<file path="config.mk">
export PLATFORM = sky130hd
export DESIGN_NAME = pcm_nearest_resampler_unit
export DESIGN_NICKNAME = d
export VERILOG_FILES = /design/src/design/pnr_pkg.sv /design/src/design/pnr_regs.sv /design/src/design/pcm_nearest_resampler_unit.sv
export VERILOG_INCLUDE_DIRS = /design/src /design/src/design
export SDC_FILE = /design/constraint.sdc
export NUM_CORES = 1
export LEC_CHECK = 0
export ABC_AREA = 1
export BUFFER_PORTS_ARGS = -buffer_cell sky130_fd_sc_hd__buf_4
export CELL_PAD_IN_SITES_DETAIL_PLACEMENT = 0
export CELL_PAD_IN_SITES_GLOBAL_PLACEMENT = 1
export CORE_AREA = 2 2 123 137
export CTS_BUF_LIST = sky130_fd_sc_hd__clkbuf_16
export DETAILED_ROUTE_END_ITERATION = 8
export DIE_AREA = 0 0 125 139
export PLACE_DENSITY = 0.92
export SETUP_SLACK_MARGIN = 0.2
export SLEW_MARGIN = 20
export SYNTH_ARGS = -nofsm -noshare
export SYNTH_HDL_FRONTEND = slang
export SYNTH_SLANG_ARGS = --single-unit
</file>
<file path="constraint.sdc">
create_clock -name clk -period 9.4 [get_ports clk]
set_clock_uncertainty 0.1 [all_clocks]
set_input_delay 1.41 -clock clk [delete_from_list [all_inputs] [get_ports clk]]
set_output_delay 1.41 -clock clk [all_outputs]
set_load 0.01 [all_outputs]
</file>
<file path="src/design/pcm_nearest_resampler_unit_defines.svh">
// Assertion macros for the resampler
`ifndef PCM_NEAREST_RESAMPLER_UNIT_DEFINES_SVH
`define PCM_NEAREST_RESAMPLER_UNIT_DEFINES_SVH

// same-cycle implication
`define PNR_ASSERT_IMP(label, clk, rst_n, ante, cons, msg) \
  label: assert property (@(posedge clk) disable iff (!rst_n) (ante) |-> (cons)) \
    else $error(msg);

// next-cycle implication
`define PNR_ASSERT_NXT(label, clk, rst_n, ante, cons, msg) \
  label: assert property (@(posedge clk) disable iff (!rst_n) (ante) |=> (cons)) \
    else $error(msg);

`endif

</file>
<file path="src/design/pnr_pkg.sv">
`default_nettype none

package pnr_pkg;

  localparam int COUNT_BITS  = 24;
  localparam int STEP_W      = 10;
  localparam int WIDTH_W     = 2;
  localparam int OCOUNT_W    = 24;
  localparam int SAMPLE_W    = 16;
  localparam int FRAC_W      = 8;
  localparam int SKIP_W      = 3;
  localparam int CMP_W       = (COUNT_BITS > OCOUNT_W) ? COUNT_BITS : OCOUNT_W;
  localparam int ADD_W       = COUNT_BITS + 1;
  localparam int APB_AW      = 4;
  localparam int APB_DW      = 32;
  localparam int MAX_RESULTS = 16;
  localparam int RES_W       = $clog2(MAX_RESULTS) + 1;

  localparam logic [STEP_W-1:0]  STEP_MIN = STEP_W'(16);
  localparam logic [STEP_W-1:0]  STEP_RST = STEP_W'(256);
  localparam logic [WIDTH_W-1:0] WIDTH_8  = WIDTH_W'(1);
  localparam logic [WIDTH_W-1:0] WIDTH_16 = WIDTH_W'(2);

  typedef enum logic [1:0] {
    REG_STEP         = 2'd0,
    REG_IN_WIDTH     = 2'd1,
    REG_OUT_WIDTH    = 2'd2,
    REG_OUTPUT_COUNT = 2'd3
  } reg_idx_t;

  typedef struct packed {
    logic [STEP_W-1:0]   step_q8;
    logic [WIDTH_W-1:0]  in_width;
    logic [WIDTH_W-1:0]  out_width;
    logic [OCOUNT_W-1:0] output_count;
  } cfg_t;

  function automatic logic [SAMPLE_W-1:0] conv_sample(
    input logic [SAMPLE_W-1:0] raw,
    input logic [WIDTH_W-1:0]  iw,
    input logic [WIDTH_W-1:0]  ow
  );
    logic [SAMPLE_W-1:0] s16;
    if (iw == WIDTH_16) begin
      s16 = raw;
    end else begin
      s16 = {~raw[7], raw[6:0], 8'h00};
    end
    if (ow == WIDTH_16) begin
      return s16;
    end
    return {{8{s16[15]}}, s16[15:8]};
  endfunction

endpackage

`default_nettype wire

</file>
<file path="src/design/pnr_regs.sv">
`default_nettype none

module pnr_regs
  import pnr_pkg::*;
(
  input  wire logic              clk,
  input  wire logic              rst_n,
  input  wire logic              psel,
  input  wire logic              penable,
  input  wire logic              pwrite,
  input  wire logic [APB_AW-1:0] paddr,
  input  wire logic [APB_DW-1:0] pwdata,
  output logic      [APB_DW-1:0] prdata,
  output logic                   pready,
  output cfg_t                   cfg
);

  cfg_t     cfg_r, cfg_nxt;
  reg_idx_t idx;
  logic     wr_en;

  assign pready = 1'b1;
  assign wr_en  = psel && penable && pwrite;
  assign idx    = reg_idx_t'(paddr[APB_AW-1:2]);
  assign cfg    = cfg_r;

  always_comb begin
    cfg_nxt = cfg_r;
    if (wr_en) begin
      unique case (idx)
        REG_STEP:         cfg_nxt.step_q8      = pwdata[STEP_W-1:0];
        REG_IN_WIDTH:     cfg_nxt.in_width     = pwdata[WIDTH_W-1:0];
        REG_OUT_WIDTH:    cfg_nxt.out_width    = pwdata[WIDTH_W-1:0];
        REG_OUTPUT_COUNT: cfg_nxt.output_count = pwdata[OCOUNT_W-1:0];
        default:          cfg_nxt = cfg_r;
      endcase
    end
  end

  always_comb begin
    unique case (idx)
      REG_STEP:         prdata = APB_DW'(cfg_r.step_q8);
      REG_IN_WIDTH:     prdata = APB_DW'(cfg_r.in_width);
      REG_OUT_WIDTH:    prdata = APB_DW'(cfg_r.out_width);
      REG_OUTPUT_COUNT: prdata = APB_DW'(cfg_r.output_count);
      default:          prdata = '0;
    endcase
  end

  always_ff @(posedge clk) begin
    if (!rst_n) begin
      cfg_r.step_q8      <= STEP_RST;
      cfg_r.in_width     <= WIDTH_8;
      cfg_r.out_width    <= WIDTH_8;
      cfg_r.output_count <= '0;
    end else begin
      cfg_r <= cfg_nxt;
    end
  end

endmodule

`default_nettype wire

</file>
<file path="src/design/pcm_nearest_resampler_unit.sv">
// Nearest-neighbour PCM resampler, one shared adder under a three-state sequencer.
// First output word valid once the sequencer has passed S_CNT into S_HOLD after the
// input word is taken. Dropped or ignored inputs keep it in S_IDLE; each output takes
// one count step and one accumulator step on the adder; input stalls outside S_IDLE.
// Reset (rst_n low, synchronous): step 256, 8-bit in and out, output count 0,
// accumulator, skip count and emitted count cleared, no word pending.
`default_nettype none
`include "pcm_nearest_resampler_unit_defines.svh"

module pcm_nearest_resampler_unit
  import pnr_pkg::*;
(
  input  wire logic                clk,
  input  wire logic                rst_n,
  input  wire logic                in_valid,
  output logic                     in_stall,
  input  wire logic [SAMPLE_W-1:0] in_raw_sample,
  output logic                     out_valid,
  input  wire logic                out_stall,
  output logic signed [SAMPLE_W-1:0] out_sample,
  output logic                     out_last_out,
  input  wire logic                psel,
  input  wire logic                penable,
  input  wire logic                pwrite,
  input  wire logic [APB_AW-1:0]   paddr,
  input  wire logic [APB_DW-1:0]   pwdata,
  output logic      [APB_DW-1:0]   prdata,
  output logic                     pready
);

  typedef enum logic [2:0] {
    S_IDLE = 3'b001,
    S_CNT  = 3'b010,
    S_HOLD = 3'b100
  } state_t;

  cfg_t cfg;

  state_t                state_r, state_nxt;
  logic [FRAC_W-1:0]     frac_r, frac_nxt;
  logic [SKIP_W-1:0]     skip_left_r, skip_left_nxt;
  logic [COUNT_BITS-1:0] emitted_r, emitted_nxt;
  logic [SAMPLE_W-1:0]   val_r, val_nxt;
  logic                  last_r, last_nxt;
  logic                  out_valid_r, out_valid_nxt;
  logic [RES_W-1:0]      nemit_r, nemit_nxt;

  logic [STEP_W-1:0]     step_eff;
  logic [ADD_W-1:0]      add_a, add_b, add_sum;
  logic [COUNT_BITS-1:0] cnt_inc;
  logic [SKIP_W-1:0]     carry;
  logic                  limit_hit, inc_hit, in_acc, out_acc;

  pnr_regs u_regs (
    .clk     (clk),
    .rst_n   (rst_n),
    .psel    (psel),
    .penable (penable),
    .pwrite  (pwrite),
    .paddr   (paddr),
    .pwdata  (pwdata),
    .prdata  (prdata),
    .pready  (pready),
    .cfg     (cfg)
  );

  assign step_eff = (cfg.step_q8 < STEP_MIN) ? STEP_MIN : cfg.step_q8;

  always_comb begin
    if (state_r == S_HOLD) begin
      add_a = ADD_W'(frac_r);
      add_b = ADD_W'(step_eff);
    end else begin
      add_a = ADD_W'(emitted_r);
      add_b = ADD_W'(1);
    end
  end

  assign add_sum   = add_a + add_b;
  assign carry     = add_sum[FRAC_W+SKIP_W-1:FRAC_W];
  assign cnt_inc   = (&emitted_r) ? emitted_r : add_sum[COUNT_BITS-1:0];
  assign limit_hit = CMP_W'(emitted_r) >= CMP_W'(cfg.output_count);
  assign inc_hit   = CMP_W'(cnt_inc) >= CMP_W'(cfg.output_count);

  assign in_stall     = (state_r != S_IDLE);
  assign in_acc       = in_valid && !in_stall;
  assign out_valid    = out_valid_r;
  assign out_acc      = out_valid_r && !out_stall;
  assign out_sample   = signed'(val_r);
  assign out_last_out = last_r;

  always_comb begin
    state_nxt     = state_r;
    frac_nxt      = frac_r;
    skip_left_nxt = skip_left_r;
    emitted_nxt   = emitted_r;
    val_nxt       = val_r;
    last_nxt      = last_r;
    out_valid_nxt = out_valid_r;
    nemit_nxt     = nemit_r;
    unique case (state_r)
      S_IDLE: begin
        if (in_acc && !limit_hit) begin
          if (skip_left_r != '0) begin
            skip_left_nxt = skip_left_r - SKIP_W'(1);
          end else begin
            val_nxt   = conv_sample(in_raw_sample, cfg.in_width, cfg.out_width);
            nemit_nxt = '0;
            state_nxt = S_CNT;
          end
        end
      end
      S_CNT: begin
        emitted_nxt   = cnt_inc;
        last_nxt      = inc_hit;
        out_valid_nxt = 1'b1;
        nemit_nxt     = nemit_r + RES_W'(1);
        state_nxt     = S_HOLD;
      end
      S_HOLD: begin
        if (out_acc) begin
          out_valid_nxt = 1'b0;
          frac_nxt      = add_sum[FRAC_W-1:0];
          if (carry != '0) begin
            skip_left_nxt = carry - SKIP_W'(1);
            state_nxt     = S_IDLE;
          end else if (!limit_hit && (nemit_r < RES_W'(MAX_RESULTS))) begin
            state_nxt = S_CNT;
          end else begin
            state_nxt = S_IDLE;
          end
        end
      end
      default: begin
        state_nxt     = S_IDLE;
        out_valid_nxt = 1'b0;
      end
    endcase
  end

  always_ff @(posedge clk) begin
    if (!rst_n) begin
      state_r     <= S_IDLE;
      frac_r      <= '0;
      skip_left_r <= '0;
      emitted_r   <= '0;
      out_valid_r <= 1'b0;
      nemit_r     <= '0;
    end else begin
      state_r     <= state_nxt;
      frac_r      <= frac_nxt;
      skip_left_r <= skip_left_nxt;
      emitted_r   <= emitted_nxt;
      out_valid_r <= out_valid_nxt;
      nemit_r     <= nemit_nxt;
    end
  end

  always_ff @(posedge clk) begin
    val_r  <= val_nxt;
    last_r <= last_nxt;
  end

  `PNR_ASSERT_IMP(a_busy_stall, clk, rst_n, out_valid_r, in_stall, "input taken while a word is pending")
  `PNR_ASSERT_NXT(a_last_ends, clk, rst_n, out_acc && last_r, !out_valid_r, "word emitted past the output count")
  `PNR_ASSERT_NXT(a_skip_drops, clk, rst_n, in_acc && !limit_hit && (skip_left_r != '0), !out_valid_r && (skip_left_r == $past(skip_left_r) - SKIP_W'(1)), "skipped input not dropped")
  `PNR_ASSERT_IMP(a_skip_range, clk, rst_n, 1'b1, !skip_left_r[SKIP_W-1], "skip count out of range")

endmodule

`default_nettype wire

</file>
# Word level (Yosys, flattened, before mapping)
# Cells that the tools add are included.
# word_totals
register_bits,99
input_bits,59
out_inout_bits,52
word_cells,90
# classes
n_addsub,4
magnitude_cmp,4
n_eq_ne,14
muxes,28
bitwise,3
reduce_logical,25
# ops
cell,count
case mux 32 bit (4 select lines),1
greater-or-equal comparator 24 bit,2
two-way mux 16 bit,3
two-way mux 24 bit,2
adder 24 bit,1
AND reduction 24 bit,1
two-way mux 3 bit,7
two-way mux 10 bit,2
AND reduction 2 bit,6
"less-than comparator 10 x 5 -> 1 bit, second input constant",1
two-way mux 5 bit,2
case mux 5 bit (2 select lines),1
case mux 3 bit (3 select lines),1
AND reduction 3 bit,3
"== test 2 bit, second input constant",4
"inequality test 2 bit, second input constant",4
logical AND 1 bit,6
case mux 3 bit (2 select lines),1
nonzero test 3 bit,2
"subtractor 3 x 1 -> 3 bit, second input constant",2
"adder 5 x 1 -> 5 bit, second input constant",1
"less-than comparator 5 bit, second input constant",1
two-way mux 1 bit,5
AND reduction 5 bit,1
other kinds (12),18

# Logic depth before layout (Yosys ltp)
# Gate-level depths: netlist of run 1.
# logic_depth
depth_word,8
ltp_mapped,28

# By module
# From an unflattened synthesis of run 1, not the netlist that was laid out.
# unflattened
cells_unflattened,1070
area_unflattened_um2,7123.1
# by_module_without_submodules
mod,instances,cells_per_inst,area_per_inst_um2
pcm_nearest_resampler_unit,1,770,5167.5
pnr_regs,1,300,1955.6

# Least setup slack after synthesis of run 1
# Ideal clock, no wire load.
# synth_path
path_kind,reg-to-reg
start,register state_r[1]
end,"register last_r (netlist: out_last_out), data pin"
t_arrival_ps,3530
setup_slack_ps,5632
path_stages_with_launch,26
cell_sequence,dfxtp_1 -> nor2_2 -> nand2_2 -> buf_12 -> inv_4 -> buf_4 -> clkbuf_1 -> o21ai_0 -> ha_1 -> fa_1 -> nand3_1 -> nand3_2 -> nand2_1 -> nand2_1 -> nand2_2 -> nand2_2 -> nand2_2 -> inv_2 -> nand3_1 -> xor2_1 -> inv_1 -> ha_1 -> nand3_1 -> nor3_1 -> nand4_1 -> nand4_1
# synth_via
elab_chain_len,5
word_cells_on_any_way,6
classes_between,add/sub: 1; order compare: 1; eq/ne: 1; mux: 3
# synth_lines
item,line,text
"start, declared",pcm_nearest_resampler_unit.sv:39,"state_t state_r, state_nxt;"
"start signal, assigned",pcm_nearest_resampler_unit.sv:150,state_r <= state_nxt;
== test 3 bit (*),pcm_nearest_resampler_unit.sv:70,if (state_r == S_HOLD) begin
two-way mux 24 bit or two-way mux 10 bit (tied branches),pcm_nearest_resampler_unit.sv:70,
adder 24 bit (*),pcm_nearest_resampler_unit.sv:79,assign add_sum = add_a + add_b;
two-way mux 24 bit (*),pcm_nearest_resampler_unit.sv:81,assign cnt_inc = (&emitted_r) ? emitted_r : add_sum[COUNT_BITS-1:0];
named net cnt_inc[20],pcm_nearest_resampler_unit.sv:50,logic [COUNT_BITS-1:0] cnt_inc;
greater-or-equal comparator 24 bit (*),pcm_nearest_resampler_unit.sv:83,assign inc_hit = CMP_W'(cnt_inc) >= CMP_W'(cfg.output_count);
named net inc_hit,pcm_nearest_resampler_unit.sv:52,"logic limit_hit, inc_hit, in_acc, out_acc;"
"end signal, assigned",pcm_nearest_resampler_unit.sv:161,last_r <= last_nxt;
"end, declared",pcm_nearest_resampler_unit.sv:44,"logic last_r, last_nxt;"
# The timed path passes the listed nets; every way through them passes the cells marked *.
# A chain may end at the register's enable or synchronous reset.

# Worst setup path in the final report of run 1
# layout_path
start,register state_r[0]
end,"register last_r (netlist: out_last_out), data pin"
# Same word-level chain as after synthesis.

==> summary.md, run 1 <==
| Metric | Value |
|---|---|
| Num CTS Buffers | `9` |
| FMAX | `212.6 MHz` |
| Arr. time, crit path | `4.82 ns` |
| Setup TNS | `0 ns` |
| Antenna Nets Post-Route | `0` |
| CP startpoint kind | `register` |
| Seq/Total Area, Yosys | `0.3127` |
| Core area | `16,060 um2` |
| Area contributors post-synth | `dfxtp_1, nand2_1, ha_1` |
| FF-to-FF Start | `state_r[0]$_SDFFE_PN1P_` |
| Max VDD drop | `0.00009595 V` |
| Final Critical Period | `4.703 ns` |
| Detailed placement HPWL | `13.89 mm` |
| CP max FO | `30` |
| Worst Slack Setup Final | `4.697 ns` |
| Synth Area per Inst | `6.882 um2` |
| Actual slew at the worst max-slew pin | `0.9351 ns` |
| Yosys warnings | `0` |
| WHS Path Cells | `2` |
| Hold Path Class | `register to register` |
| Post CTS Setup Buffer Count | `0` |
| Setup-failing EPs final | `0` |
| Global route overflow | `0` |
| Min Hold Slack | `0.3816 ns` |
| Cell Area, Placed | `7654 um2` |
| # clock sinks | `99` |
| Global-route usage over all layers | `0.2079` |
| CTS tree | `built` |
| Pwr dens | `162.3 nW/um2` |
| Max_slew headroom | `0.3751` |
| Die height | `139 um` |
| Synthesized area | `6882 um2` |
| # hold bufs at CTS | `0` |
| Layout area overhead | `15.25%` |
| Hold EP | `u_regs.cfg[30]$_SDFFE_PN0P_` |
| Iter 0 DRT Violations | `531` |
| Cell count of the worst reg-to-reg path | `22` |
| Routed wire length | `18.18 mm` |
| Total die area | `17,380 um2` |
| Cell with the most instances after synthesis | `nand2_1` |
| Initial Util | `0.4284` |
| Number of global-route vias before repair | `6,084` |
| Period utilization | `0.5003` |
| Placer Congestion | `0.9098` |
| RR Endpoint | `out_last_out$_DFFE_PP_` |
| Std-Cell Rows | `49` |
| HP Start | `u_regs.cfg[30]$_SDFFE_PN0P_` |
| CTS resizes | `0` |
| Ys flop type | `dfxtp_1` |
| Share of cells above drive strength 1 | `0.1398` |
| Yosys reg bits | `99` |
| Die X | `125 um` |
| Synth cell count leaders | `nand2_1, inv_1, a21oi_1` |
| First drt pass iteration count | `5` |
| CP endpoint kind | `register` |
| Number of max-cap violations | `0` |
| Pleak | `3.871 nW` |
| Clk slew on worst S/H paths | `0.08 ns` |
| Post-synth ARST share | `0` |
| Gate Count Post-Synth | `1,000` |
| H-tree Lvls | `3` |
| Fin nets | `1,194` |
| Count of cell types in the netlist | `48` |
| R2r setup slk | `4.70 ns` |
| Largest net degree at the start of global routing | `62` |
| Placement Setup Slack | `4.771 ns` |
| CP required | `9.51 ns` |
| Antenna cells | `0` |
| Post-DR wirelength/cell | `14.16 um` |
| Yosys top cell area share | `0.2385` |
| Leading area contributor after synthesis | `dfxtp_1` |
| Post-route DRC | `0` |
| Design area | `7931 um2` |
| Ports | `111` |
| Via Count | `6,565` |
| Max-slew violations | `0` |
| I/O Buffers | `91` |
| Max clock buf depth | `2` |
| Root Buffer | `clkbuf_16` |
| Status | `completed` |
| Initial antenna violation count | `0` |
| Kind of critical path | `register to register` |
| Unrepaired setup endpoints after global routing | `false` |
| Final hold violations | `0` |
| Worst-Skew Late Latency | `0.35 ns` |
| DR vias/cell | `5.113` |
| Post-synth EDFFs | `17` |
| First-pass GRT wire length | `29.73 mm` |
==> flip-flops by register name, indices dropped and copies added, names as in the netlist <==
signal / count
out_sample: 16
out_last_out: 1
out_valid: 1
skip_left_r: 3
emitted_r: 24
frac_r: 8
state_r: 3
u_regs.cfg: 38
nemit_r: 5
==> layout by cell type (no fill, tap or decap), types with 5 or more instances in the layout <==
cell type,n
o211ai_1,5
nor4_1,5
nand2_2,12
nor3_1,11
nor2_1,82
clkbuf_16,9
nand4_1,24
o22ai_1,15
conb_1,9
dfxtp_1,82
nand3_1,53
o21bai_1,7
o21ai_0,83
edfxtp_1,17
ha_1,59
inv_1,158
nand2_1,198
xor2_1,6
or2_2,8
a21oi_1,88
buf_4,94
==> per-stage QoR <==
step                      total power, W  utilization  std cells
after global placement         0.0009293       0.4765       1268
final                           0.001288       0.4938       1284
after detailed placement       0.0009375       0.4765       1268
after global routing            0.001372       0.4938       1284
after CTS                       0.001296       0.4938       1284
after floorplan                0.0007896            -       1007
==> cells by family after synthesis <==
logic type	Yosys count	synth area share
DFF	99	0.3127
other	2	0.001091
buffers and inverters	201	0.1218
adders and majority gates	60	0.1102
xor gates and xnor gates	10	0.01273
and+or+nand+nor	411	0.2689
AOI/OAI and AO/OA	217	0.1725
==> worst max-delay path by stage <==
stage,slack (ns),end,from,depth (start not counted)
finish,4.70,out_last_out$_DFFE_PP_,state_r[0]$_SDFFE_PN1P_,22
CTS,4.71,out_last_out$_DFFE_PP_,state_r[0]$_SDFFE_PN1P_,22
floorplan,5.63,out_last_out$_DFFE_PP_,state_r[1]$_SDFFE_PN0P_,25
global placement,4.83,out_last_out$_DFFE_PP_,state_r[0]$_SDFFE_PN1P_,22
global route,4.38,out_last_out$_DFFE_PP_,state_r[1]$_SDFFE_PN0P_,22
detailed placement,4.77,out_last_out$_DFFE_PP_,state_r[0]$_SDFFE_PN1P_,22
==> routing by layer <==
layer  wire [um]  vias to the layer above  track usage
met1        8271                     2955       0.2655
met2        8564                      159       0.3544
met3         850                       25      0.03125
met5           0                        -            0
met4         492                        0      0.07895
li1            -                     3426            -
==> report_power, final <==
group	switching [W]	internal, W	leakage (nW)
sequential	0.0000259	0.000489	0.819
combinational	0.000259	0.000155	2.92
clock	0.000177	0.000182	0.137
==> critical path: stages, from the launching register on <==
cell and delay, ns:
dfxtp_1 0.34, nor2_2 0.13, nand2_2 0.46, inv_4 0.45
o21ai_0 0.16, ha_1 0.25, fa_1 0.44, nand3_1 0.13
nand3_2 0.11, nand2_1 0.11, nand2_1 0.12, nand2_2 0.11
nand2_2 0.09, nand2_2 0.09, inv_2 0.05, nand3_1 0.08
xor2_1 0.22, inv_1 0.07, ha_1 0.27, nand3_1 0.10
nor3_1 0.43, nand4_1 0.14, nand4_1 0.12
==> final cells by class <==
cell class,instances,area (um2)
Fill cell,1655,8132
Inverter,164,618.1
Multi-Input combinational cell,707,3923
Sequential cell,99,2152
Clock buffer,9,225.2
Tap cell,204,255.2
Timing Repair Buffer,94,705.7
Clock inverter,7,52.55
(Power assumes the default switching activity.)
==> run 2, diff against run 1 <==
ABC_AREA = 0   (was 1)
CORE_AREA = 2 2 121 134   (was 2 2 123 137)
DIE_AREA = 0 0 123 136   (was 0 0 125 139)
PLACE_DENSITY = 0.87   (was 0.92)
clock period = 4.9 ns   (was 9.4 ns; I/O delays follow)
==> summary.md, run 2 <==
| Metric | Value |
|---|---|
| Status | `completed` |
| Layout area overhead | `19.55%` |
| Core area | `15,490 um2` |
| Slowest CP cell | `fa_2` |
| Share of cells above drive strength 1 | `0.1709` |
| Tot Pwr | `0.001799 W` |
| Via Count | `5,912` |
| Fin util | `0.4884` |
| Hold Path Class | `register to register` |
| Ys flop type | `dfxtp_1` |
| Period utilization | `0.8956` |
| First-pass GRT wire length | `27.85 mm` |
| H-tree Lvls | `3` |
| Synthesized area | `6330 um2` |
| Post-DR wirelength/cell | `15.63 um` |
| CTS tree | `built` |
| Yosys reg bits | `99` |
| Leading area contributor after synthesis | `dfxtp_1` |
| Cell Area, Placed | `7228 um2` |
| Actual slew at the worst max-slew pin | `1.026 ns` |
| CP endpoint kind | `register` |
| Area contributors post-synth | `dfxtp_1, ha_1, nand2_1` |
| Commonest non-fill, non-tap cell in the layout | `nand2_1` |
| DR vias/cell | `5.399` |
| Global route overflow | `0` |
| Setup-failing EPs final | `0` |
| First drt pass iteration count | `4` |
| Gate Count Post-Synth | `808` |
| Final hold violations | `0` |
| Max-slew violations | `0` |
| Yosys top cell area share | `0.2593` |
| CP required | `4.91 ns` |
| Num CTS Buffers | `9` |
| Arr. time, crit path | `4.40 ns` |
| Synth Area per Inst | `7.834 um2` |
| Number of global-route vias before repair | `5,676` |
| Die X | `123 um` |
| Worst path cell trace | `nor4_2 > nand2_2 > nand2_1 > nand2_1 > ha_1 > fa_2 > a21oi_2 > o211a_1 > o21bai_4 > a21oi_4 > buf_4 > mux2i_1 > a22oi_1 > ha_1 > a21o_1 > a21oi_1 > o21ai_0 > a21o_1 > a221oi_2 > o41ai_1` |
| Pwr dens | `237.8 nW/um2` |
| Placer Congestion | `0.8569` |
| Max VDD drop | `0.0001464 V` |
| Synth cell count leaders | `nand2_1, dfxtp_1, a21oi_1` |
| Total die area | `16,730 um2` |
| I/O Buffers | `91` |
| Root Buffer | `clkbuf_16` |
| Number of max-cap violations | `0` |
| Count of cell types in the netlist | `65` |
| Std-Cell Rows | `48` |
| Cell with the most instances after synthesis | `nand2_1` |
| Die height | `136 um` |
| Final Critical Period | `4.388 ns` |
| Iter 0 DRT Violations | `246` |
| Kind of critical path | `register to register` |
| Global-route usage over all layers | `0.2119` |
| Max_slew headroom | `0.3141` |
| Max FFs per register | `38` |
| Clk slew on worst S/H paths | `0.07 ns` |
| Post-synth ARST share | `0` |
| FMAX | `227.9 MHz` |
| # clock sinks | `99` |
| Min Hold Slack | `0.3543 ns` |
| Yosys warnings | `0` |
| Initial Util | `0.4085` |
| Detailed placement HPWL | `12.49 mm` |
| Largest net degree at the start of global routing | `48` |
| Commonest cells after routing, fill and taps aside | `nand2_1, buf_4, dfxtp_1, a21oi_1, nor2_1` |
| Post CTS Setup Buffer Count | `0` |
| Unrepaired setup endpoints after global routing | `false` |
| Antenna cells | `0` |
| Antenna Nets Post-Route | `0` |
| Initial antenna violation count | `0` |
| Post-synth EDFFs | `17` |
| CP max FO | `5` |
| Setup TNS | `0 ns` |
| CP peak stage delay | `0.37 ns` |
| Routed wire length | `17.12 mm` |
| Seq/Total Area, Yosys | `0.3400` |
| Ports | `111` |
| Worst-Skew Late Latency | `0.36 ns` |
| Design area | `7567 um2` |
| Pleak | `3.073 nW` |
| Post-route DRC | `0` |
| CP startpoint kind | `register` |
| Max clock buf depth | `2` |
| Fin nets | `1,009` |
| # hold bufs at CTS | `0` |
run 2: changes by cell type in the layout (fill, tap and decap cells not counted), sizes merged, moves of 15 or more:
cell	change
o22ai	-15
nand2	-37
nor2	-17
inv	-127
nand3	-40
buf	+16
o21ai	-66
run 2: routing by layer:
metal | vias to the layer above | wire length (um) | part of all wire | track usage
met4 | 0 | 460 | 0.027 | 0.08712
li1 | 2981 | - | - | -
met2 | 119 | 8639 | 0.50 | 0.3711
met5 | - | 0 | 0 | 0
met3 | 31 | 637 | 0.037 | 0.03482
met1 | 2781 | 7380 | 0.43 | 0.2556
run 2: cell families (layout without fill, tap and decap cells):
logic type	count (synthesis)	count (layout)	synth area share
muxes	8	8	0.01660
other	2	9	0.001186
AOI/OAI and AO/OA	175	175	0.1745
xor gates and xnor gates	30	30	0.04151
and+or+nand+nor	351	351	0.2504
adders and majority gates	60	60	0.1198
DFF	99	99	0.3400
buffers and inverters	83	163	0.05594
run 2: layout make-up:
class / instances / area, um2
fillers: 1559 / 7928
multi-input cells: 633 / 3911
flip-flops and latches: 99 / 2153
repair buffers: 110 / 825.8
well taps: 200 / 250.2
clock buffers: 9 / 225.2
inverters: 37 / 138.9
clock inverters: 7 / 62.56
run 2: per-stage QoR:
stage	std cells	setup slack, ns
2_1_floorplan	815	0.2401
6_report	1095	0.5115
3_5_place_dp	1079	0.1370
4_1_cts	1095	0.2066
3_3_place_gp	1079	0.1936
5_1_grt	1095	0.1787
run 2: critical path: cells and delay by family (launching register included):
kind / cells / cell delay, ns
compound gates: 11 / 1.83
mux: 1 / 0.22
flops: 1 / 0.34
buf+inv: 1 / 0.16
simple gates: 4 / 0.58
fa+ha+maj: 3 / 0.90
run 2: path summary, 6_finish.rpt:
kind / slack (ns) / endpoint / from / cells past startpoint
worst max-delay path: 0.51 / out_last_out$_DFFE_PP_ / u_regs.cfg[33]$_SDFFE_PN0P_ / 20
worst min-delay path: 0.35 / u_regs.cfg[21]$_SDFFE_PN0P_ / u_regs.cfg[21]$_SDFFE_PN0P_ / 2
worst max register to register: 0.51 / out_last_out$_DFFE_PP_ / u_regs.cfg[33]$_SDFFE_PN0P_ / 20
worst min register to register: 0.35 / u_regs.cfg[21]$_SDFFE_PN0P_ / u_regs.cfg[21]$_SDFFE_PN0P_ / 2
run 2: report_power, final:
part,internal (W),switching [W],total (W),leakage (nW)
clock network,0.000354,0.000346,0.000700,0.138
registers,0.000859,0.0000136,0.000872,0.818
logic,0.000101,0.000126,0.000227,2.12
run 2: what timing repair did:
action | 4_1_cts | 5_1_grt
gates resized for setup | 1 | 11
pin swaps | 0 | 4
setup endpoints to repair | 1 | 1
endpoints found under the hold margin | 0 | 0
==> run 3, diff against run 2 <==
MAX_ROUTING_LAYER = met4   (was default)
==> summary.md, run 3 (synthesized netlist as in run 2, its figures left out) <==
| Metric | Value |
|---|---|
| Status | `completed` |
| Max FFs per register | `38` |
| Ports | `111` |
| Setup TNS | `0 ns` |
| Max VDD drop | `0.0001465 V` |
| Num CTS Buffers | `9` |
| Sw power | `0.0004858 W` |
| Max clock buf depth | `2` |
| Unrepaired setup endpoints after global routing | `false` |
| Initial antenna violation count | `0` |
| Actual slew at the worst max-slew pin | `1.027 ns` |
| # clock sinks | `99` |
| Total die area | `16,730 um2` |
| Fin util | `0.4884` |
| Fin nets | `1,009` |
| Final Critical Period | `4.371 ns` |
| FMAX | `228.8 MHz` |
| CP endpoint kind | `register` |
| Clock share of power | `0.389` |
| Commonest cells after routing, fill and taps aside | `nand2_1, buf_4, dfxtp_1, a21oi_1, nor2_1` |
| Die height | `136 um` |
| Slowest CP cell | `fa_2` |
| Period utilization | `0.8920` |
| Post CTS Setup Buffer Count | `0` |
| Logic gate share of total power | `0.126` |
| Die X | `123 um` |
| # hold bufs at CTS | `0` |
| CTS tree | `built` |
| Placer Congestion | `0.8706` |
| Std-Cell Rows | `48` |
| Core area | `15,490 um2` |
| CP startpoint kind | `register` |
| Post-route DRC | `0` |
| H-tree Lvls | `3` |
| Max_slew headroom | `0.3137` |
| Setup-failing EPs final | `0` |
| Number of global-route vias before repair | `5,681` |
| I/O Buffers | `91` |
| FF-to-FF Start | `u_regs.cfg[33]$_SDFFE_PN0P_` |
| Kind of critical path | `register to register` |
| WHS Path Cells | `2` |
| Arr. time, crit path | `4.38 ns` |
| Number of max-cap violations | `0` |
| Worst-Skew Late Latency | `0.36 ns` |
| Share of cells above drive strength 1 | `0.1709` |
| Pleak | `3.073 nW` |
| Pwr dens | `237.7 nW/um2` |
| Global-route usage over all layers | `0.2178` |
| Final hold violations | `0` |
| Root Buffer | `clkbuf_16` |
| Sequential power share | `0.485` |
| Routed wire length | `17.11 mm` |
| Antenna Nets Post-Route | `0` |
| Largest net degree at the start of global routing | `48` |
| Antenna cells | `0` |
| Max-slew violations | `0` |
| Layout area overhead | `19.55%` |
| Via Count | `5,924` |
| Switching Fraction | `0.2701` |
| Hold Path Class | `register to register` |
| CP required | `4.91 ns` |
| Iter 0 DRT Violations | `256` |
| Commonest non-fill, non-tap cell in the layout | `nand2_1` |
| First-pass GRT wire length | `27.82 mm` |
| Initial Util | `0.4085` |
| R2r setup slk | `0.53 ns` |
| DR vias/cell | `5.410` |
| Cell count of the worst reg-to-reg path | `20` |
| Worst path cell trace | `nor4_2 > nand2_2 > nand2_1 > nand2_1 > ha_1 > fa_2 > a21oi_2 > o211a_1 > o21bai_4 > a21oi_4 > buf_4 > mux2i_1 > a22oi_1 > ha_1 > a21o_1 > a21oi_1 > o21ai_0 > a21o_1 > a221oi_2 > o41ai_1` |
| First drt pass iteration count | `4` |
| CP max FO | `5` |
| HP Start | `u_regs.cfg[21]$_SDFFE_PN0P_` |
| Hold EP | `u_regs.cfg[21]$_SDFFE_PN0P_` |
| P_int | `0.001313 W` |
| CP peak stage delay | `0.37 ns` |
| Detailed placement HPWL | `12.49 mm` |
| Post-DR wirelength/cell | `15.62 um` |
| Global route overflow | `0` |
| Clk slew on worst S/H paths | `0.07 ns` |
| RR Endpoint | `out_last_out$_DFFE_PP_` |
run 3: cell counts in the layout (fill, tap and decap cells not counted):
No cell type changed its count.
run 3: layer usage:
layer / GRT usage / routed length [um] / vias to the layer above
met5: - / 0 / -
li1: - / - / 2977
met3: 0.03482 / 692 / 28
met2: 0.3714 / 8639 / 143
met1: 0.2548 / 7324 / 2776
met4: 0.08712 / 450 / 0
run 3: layout make-up:
| class | instances | area (um2) |
|---|---|---|
| fill | 1559 | 7928 |
| multi-input combinational | 633 | 3911 |
| sequential | 99 | 2153 |
| timing repair buffer | 110 | 825.8 |
| tap | 200 | 250.2 |
| clock buffer | 9 | 225.2 |
| inverter | 37 | 138.9 |
| clock inverter | 7 | 62.56 |
run 3: metrics by stage:
stage               hold WS [ns]  area [um2]  instances  setup slack (ns)  total power [W]
CTS                       0.3567        7520       1095            0.2066         0.001813
detailed placement        0.3463        7228       1079            0.1370         0.001117
floorplan                 0.3363        6361        815            0.2401         0.001019
finish                    0.3543        7567       1095            0.5291         0.001799
global route              0.3725        7567       1095            0.1807         0.001872
global placement          0.3425        7228       1079            0.1936         0.001114
run 3: timing repair:
item,in CTS,in global routing
endpoints found under the setup margin,1,1
endpoints found under the hold margin,0,0
pin swaps,0,4
gates resized for setup,1,11
run 3: critical path: cells and delay by family (launching register included):
family,cells,cell delay (ns)
flops,1,0.34
buf+inv,1,0.16
compound gates,11,1.81
fa+ha+maj,3,0.90
simple gates,4,0.60
mux,1,0.22
run 3: power groups by stage:
stage	combinational (W)	sequential (W)	clock, W
finish	0.000227	0.000872	0.000700
CTS	0.000227	0.000872	0.000715
detailed placement	0.000226	0.000891	0
floorplan	0.000121	0.000898	0
global placement	0.000224	0.000891	0
global route	0.000253	0.000875	0.000744
run 3: how the worst max path moves through the flow:
stage / slack, ns / startpoint / to / cells after the start
after detailed placement: 0.14 / u_regs.cfg[33]$_SDFFE_PN0P_ / out_last_out$_DFFE_PP_ / 19
after global routing: 0.18 / u_regs.cfg[33]$_SDFFE_PN0P_ / out_last_out$_DFFE_PP_ / 20
after floorplan: 0.24 / state_r[2]$_SDFFE_PN0P_ / out_last_out$_DFFE_PP_ / 21
final: 0.53 / u_regs.cfg[33]$_SDFFE_PN0P_ / out_last_out$_DFFE_PP_ / 20
after global placement: 0.19 / u_regs.cfg[33]$_SDFFE_PN0P_ / out_last_out$_DFFE_PP_ / 20
after CTS: 0.21 / u_regs.cfg[33]$_SDFFE_PN0P_ / out_last_out$_DFFE_PP_ / 17
